`src/hdl/bsf_pkg.sv`:
```
// Shared types, constants and check functions for the slot free-list allocator.
package bsf_pkg;

  localparam int HEAP_BYTES  = 65536;
  localparam int SLOT_STRIDE = 8;
  localparam int NUM_BUCKETS = 8;
  localparam int SLOT_COUNT  = (HEAP_BYTES + SLOT_STRIDE - 1) / SLOT_STRIDE;
  localparam int IDX_W       = $clog2(SLOT_COUNT);
  localparam int STRIDE_W    = $clog2(SLOT_STRIDE);
  localparam int TOK_W       = 17;
  localparam int VER_W       = 32;
  localparam int OFF_W       = 16;
  localparam int BYTES_W     = 11;
  localparam int BKT_W       = 3;
  localparam int SLOT_ST_W   = 5;
  localparam int LIMIT_W     = 17;
  localparam int ADDR_W      = 3;

  localparam logic [TOK_W-1:0] CAP_MAX = TOK_W'(HEAP_BYTES);
  localparam logic [LIMIT_W-1:0] LIMIT_RESET = LIMIT_W'(65536);
  localparam logic [0:0] REG_HEAP_LIMIT = 1'b0;

  typedef enum logic [1:0] {
    ACT_POP   = 2'd0,
    ACT_PUSH  = 2'd1,
    ACT_CARVE = 2'd2,
    ACT_NONE  = 2'd3
  } action_t;

  typedef enum logic [3:0] {
    ST_DONE          = 4'd0,
    ST_EMPTY         = 4'd1,
    ST_BAD_HEAD      = 4'd2,
    ST_HEAD_MISALIGN = 4'd3,
    ST_CLAIM_FAIL    = 4'd4,
    ST_OUT_OF_BOUNDS = 4'd5,
    ST_MISALIGNED    = 4'd6,
    ST_RELEASE_FAIL  = 4'd7,
    ST_CARVE_REFUSED = 4'd8
  } status_t;

  typedef enum logic [1:0] {
    S_CLEAR,
    S_IDLE,
    S_LOOKUP,
    S_UPDATE
  } fsm_t;

  typedef struct packed {
    logic [VER_W-1:0] ver;
    logic [TOK_W-1:0] tok;
  } head_t;

  typedef struct packed {
    logic clear;
    logic accept;
    logic commit;
  } cmd_t;

  typedef struct packed {
    logic clear_last;
    logic can_commit;
  } sts_t;

  // Token lies wholly inside the capacity.
  function automatic logic tok_ok(input logic [TOK_W-1:0] tok,
                                  input logic [TOK_W-1:0] cap,
                                  input logic [BYTES_W-1:0] bytes);
    logic [TOK_W:0] span;
    span = {1'b0, tok} - (TOK_W+1)'(1) + (TOK_W+1)'(bytes);
    return (tok != '0) && (tok <= cap) && (span <= {1'b0, cap});
  endfunction

  // Offset out of bounds for push and carve.
  function automatic logic off_oob(input logic [OFF_W-1:0] off,
                                   input logic [TOK_W-1:0] cap,
                                   input logic [BYTES_W-1:0] bytes);
    logic [TOK_W:0] span;
    span = (TOK_W+1)'(off) + (TOK_W+1)'(bytes);
    return ((TOK_W)'(off) >= cap) || (span > {1'b0, cap});
  endfunction

endpackage

```
`src/hdl/bsf_ctrl.sv`:
```
// Sequencer for the allocator: clearing pass, accept, lookup, update.
module bsf_ctrl (
  input  logic          clk,
  input  logic          rst_n,
  input  logic          in_valid,
  output logic          in_stall,
  input  bsf_pkg::sts_t sts,
  output bsf_pkg::cmd_t cmd
);
  import bsf_pkg::*;

  fsm_t state_r, state_nxt;

  // Hold the state
  always_ff @(posedge clk) begin
    if (!rst_n) begin
      state_r <= S_CLEAR;
    end else begin
      state_r <= state_nxt;
    end
  end

  // Advance and issue commands
  always_comb begin
    state_nxt  = state_r;
    cmd        = '0;
    in_stall   = 1'b1;
    case (state_r)
      S_CLEAR: begin
        cmd.clear = 1'b1;
        if (sts.clear_last) state_nxt = S_IDLE;
      end
      S_IDLE: begin
        in_stall = 1'b0;
        if (in_valid) begin
          cmd.accept = 1'b1;
          state_nxt  = S_LOOKUP;
        end
      end
      S_LOOKUP: begin
        state_nxt = S_UPDATE;
      end
      S_UPDATE: begin
        if (sts.can_commit) begin
          cmd.commit = 1'b1;
          state_nxt  = S_IDLE;
        end
      end
      default: state_nxt = S_CLEAR;
    endcase
  end

endmodule

```
`config.mk`:
```
export PLATFORM = sky130hd
export DESIGN_NAME = bsf_ctrl
export DESIGN_NICKNAME = d
export VERILOG_FILES = /design/src/hdl/bsf_pkg.sv /design/src/hdl/bsf_ctrl.sv
export SDC_FILE = /design/constraint.sdc
export NUM_CORES = 1
export LEC_CHECK = 0
export ABC_AREA = 1
export BUFFER_PORTS_ARGS = -buffer_cell sky130_fd_sc_hd__buf_2
export CAP_MARGIN = 0
export CORE_AREA = 2 2 39 41
export DETAILED_ROUTE_END_ITERATION = 10
export DIE_AREA = 0 0 41 43
export GPL_TIMING_DRIVEN = 0
export SYNTH_ARGS = -nofsm -noshare
export SYNTH_HDL_FRONTEND = slang
export SYNTH_SLANG_ARGS = --single-unit
```
`constraint.sdc`:
```
create_clock -name clk -period 1.3 [get_ports clk]
set_input_delay 0.26 -clock clk [delete_from_list [all_inputs] [get_ports clk]]
set_output_delay 0.26 -clock clk [all_outputs]
set_load 0.01 [all_outputs]
```
==> qor.yml <==
path_cells: "inv_1, ha_1, buf_2"
largest_reg_flops: 2
grt_setup_unrepaired: "no"
leakage_uw: 0.0001643
end_kind: "output pin"
post-route-min-period_ps: 1237
clock.fmax_mhz: 808.7
synth-edff-count: 0
grt_max_degree: 5
grt_util_met3_pct: 3.141
yosysTopAreaCellShare_pct: 23.70
clock_latency_ps: 230
n_antenna_cell: 0
finalWorstSetupSlack_ps: 63.37
post_synth_num_cell_types: 7
drive_gt1_share_pct: 47.37
regArea_um2: 45.04
vias_per_cell: 3.333
grtUsageMet2_pct: 6.563
slew_viol_final: 0
multi_input_area_um2: 113.9
grt_pass1_vias: 153
crit_required_ps: 1040
ys.flop_type: "dfxtp_1"
cts.sinks: 2
die_h_um: 43
criticalPathCategory: "flip-flop to output pin"
yosys.area.top_type: "dfxtp_1"
area_growth_pct: 60.74
slowest_stage: "dfxtp_4"
place.gp.congestion: 0.6599
setup_tns_ps: 0
ir_worst_vdd_uv: 287.0
final_hold_viol_count: 0
clkTransAtPathRegs_ps: 30
cts_hold_buffers: 0
hp-class: "primary input to flip-flop"
drc: 0
yosys_register_bits: 2
die-area_um2: 1763
n_fill_cell: 163
max_cap_viol_count: 0
ys.warnings.count: 0
critPathBufInv: 2
finalCritPeriodShare_pct: 95.13
core_area_um2: 1384
grt_pass1_wl_um: 476
syn_area_um2: 168.9
crit_path_max_incr_delay_ps: 350
top_usage_layer: "met4"
ys_top_cells_by_area: "dfxtp_1 24%, ha_1 22%, inv_1 18%"
fp.dieW_um: 41
pre_cts_slack_ps: 216.7
syn_avg_cell_area_um2: 6.256
rows: 14
grt_use_met1_pct: 2.866
slew_headroom_pct: 94.34
drt_wl_total_um: 344
tightest_slew_ps: 84.66
synth_nets: 35
grtUsageTotal_pct: 5.405
powerDensity_nw_per_um2: 2049
worstSetupStartpointType: "flip-flop"
status: "finished clean"
path_delay_family: "flip-flops"
async_reset_ff_share_pct: 0
cts_tree: "yes"
setup_viol: 0
skew_ps: 4.818
synth_cells: 27
seq_area_frac_synth_pct: 23.70
grt_overflow: 0
cts-htree-levels: 1
place_hpwl_um: 262.8
wl_per_cell_um: 6.370
cts_buffers: 3
initial_core_util_pct: 12.21
root_buffer: "clkbuf_4"
crit_path_max_fanout: 3
drt-initial-drc-count: 7
drt-pass1-iter-count: 3
regMostFlops: "state_r"
ioPinCount: 9
final_nets: 48
clock_path_buffers: 2
netlist_top_cells_count: "8 x inv_1, 8 x nand2_1, 4 x nor2_1"
antenna_left: 0
port-buffer-count: 8
top_regs: "state_r x2"
antenna_found_initial: 0
vias: 180
arrival_ps: 980
-- placed cells by master (no fill, tap or decap), drive strengths merged --
cell type,n
inv,8
ha,3
nand3,1
nand2,9
dfxtp,2
clkbuf,3
nor2,4
buf,8
-- per-layer routing --
| metal | wire [um] | share of wire [%] |
|---|---|---|
| met1 | 130 | 38 |
| met2 | 138 | 40 |
| met3 | 40 | 12 |
| met4 | 36 | 10 |
| met5 | 0 | 0 |
-- what timing repair did --
item | in CTS | in global routing
setup buffers | 0 | 0
gates resized for setup | 1 | 6
cloned | 0 | 0
endpoints found under the setup margin | 1 | 4
-- through the flow --
step	total power, uW	utilization, %	cells	cell area [um^2]	hold WS, ps
after floorplan	307.3	-	27	168.9	380.4
after global placement	380.8	16.55	51	229.0	501.0
after detailed placement	384.9	16.55	51	229.0	506.4
after CTS	535.7	18.35	54	254.0	264.1
after global routing	612.7	19.62	54	271.5	267.6
final	556.2	19.62	54	271.5	257.0
-- worst reg2reg max path, cell delays in order, from the launching register on --
cell	delay [ps]
dfxtp_4	350
inv_1	50
ha_1	200
nand2_1	80
nand3_2	90
nand2_1	70
nand2_1	40
nor2_1	80
-- worst paths after layout --
path	start	endpoint	slack, ps	cells after the start
max	state_r[0]	cmd[2]	60	3
min	rst_n	state_r[0]	260	3
max reg2reg	state_r[0]	state_r[1]	250	7
min reg2reg	state_r[1]	state_r[1]	570	4
-- kinds of logic after synthesis --
group	Yosys count	synth area share (%)
flip-flops	2	23.70
buffers and inverters	8	17.78
adder cells (fa/ha/maj)	3	22.22
AND/OR/NAND/NOR	14	36.30
-- power by group --
group	switching, uW	total [uW]	internal, uW
registers	27.3	130	103
logic	163	284	122
clock network	39.4	142	102
total	230	556	327
-- layout make-up --
| cell class | instances | share of cell area [%] |
|---|---|---|
| timing repair buffer | 8 | 14.75 |
| clock buffer | 3 | 8.295 |
| tap | 16 | 7.373 |
| multi-input combinational | 17 | 41.94 |
| sequential | 2 | 16.59 |
| inverter | 8 | 11.06 |
Note: power is estimated with default switching activity, not from simulation.
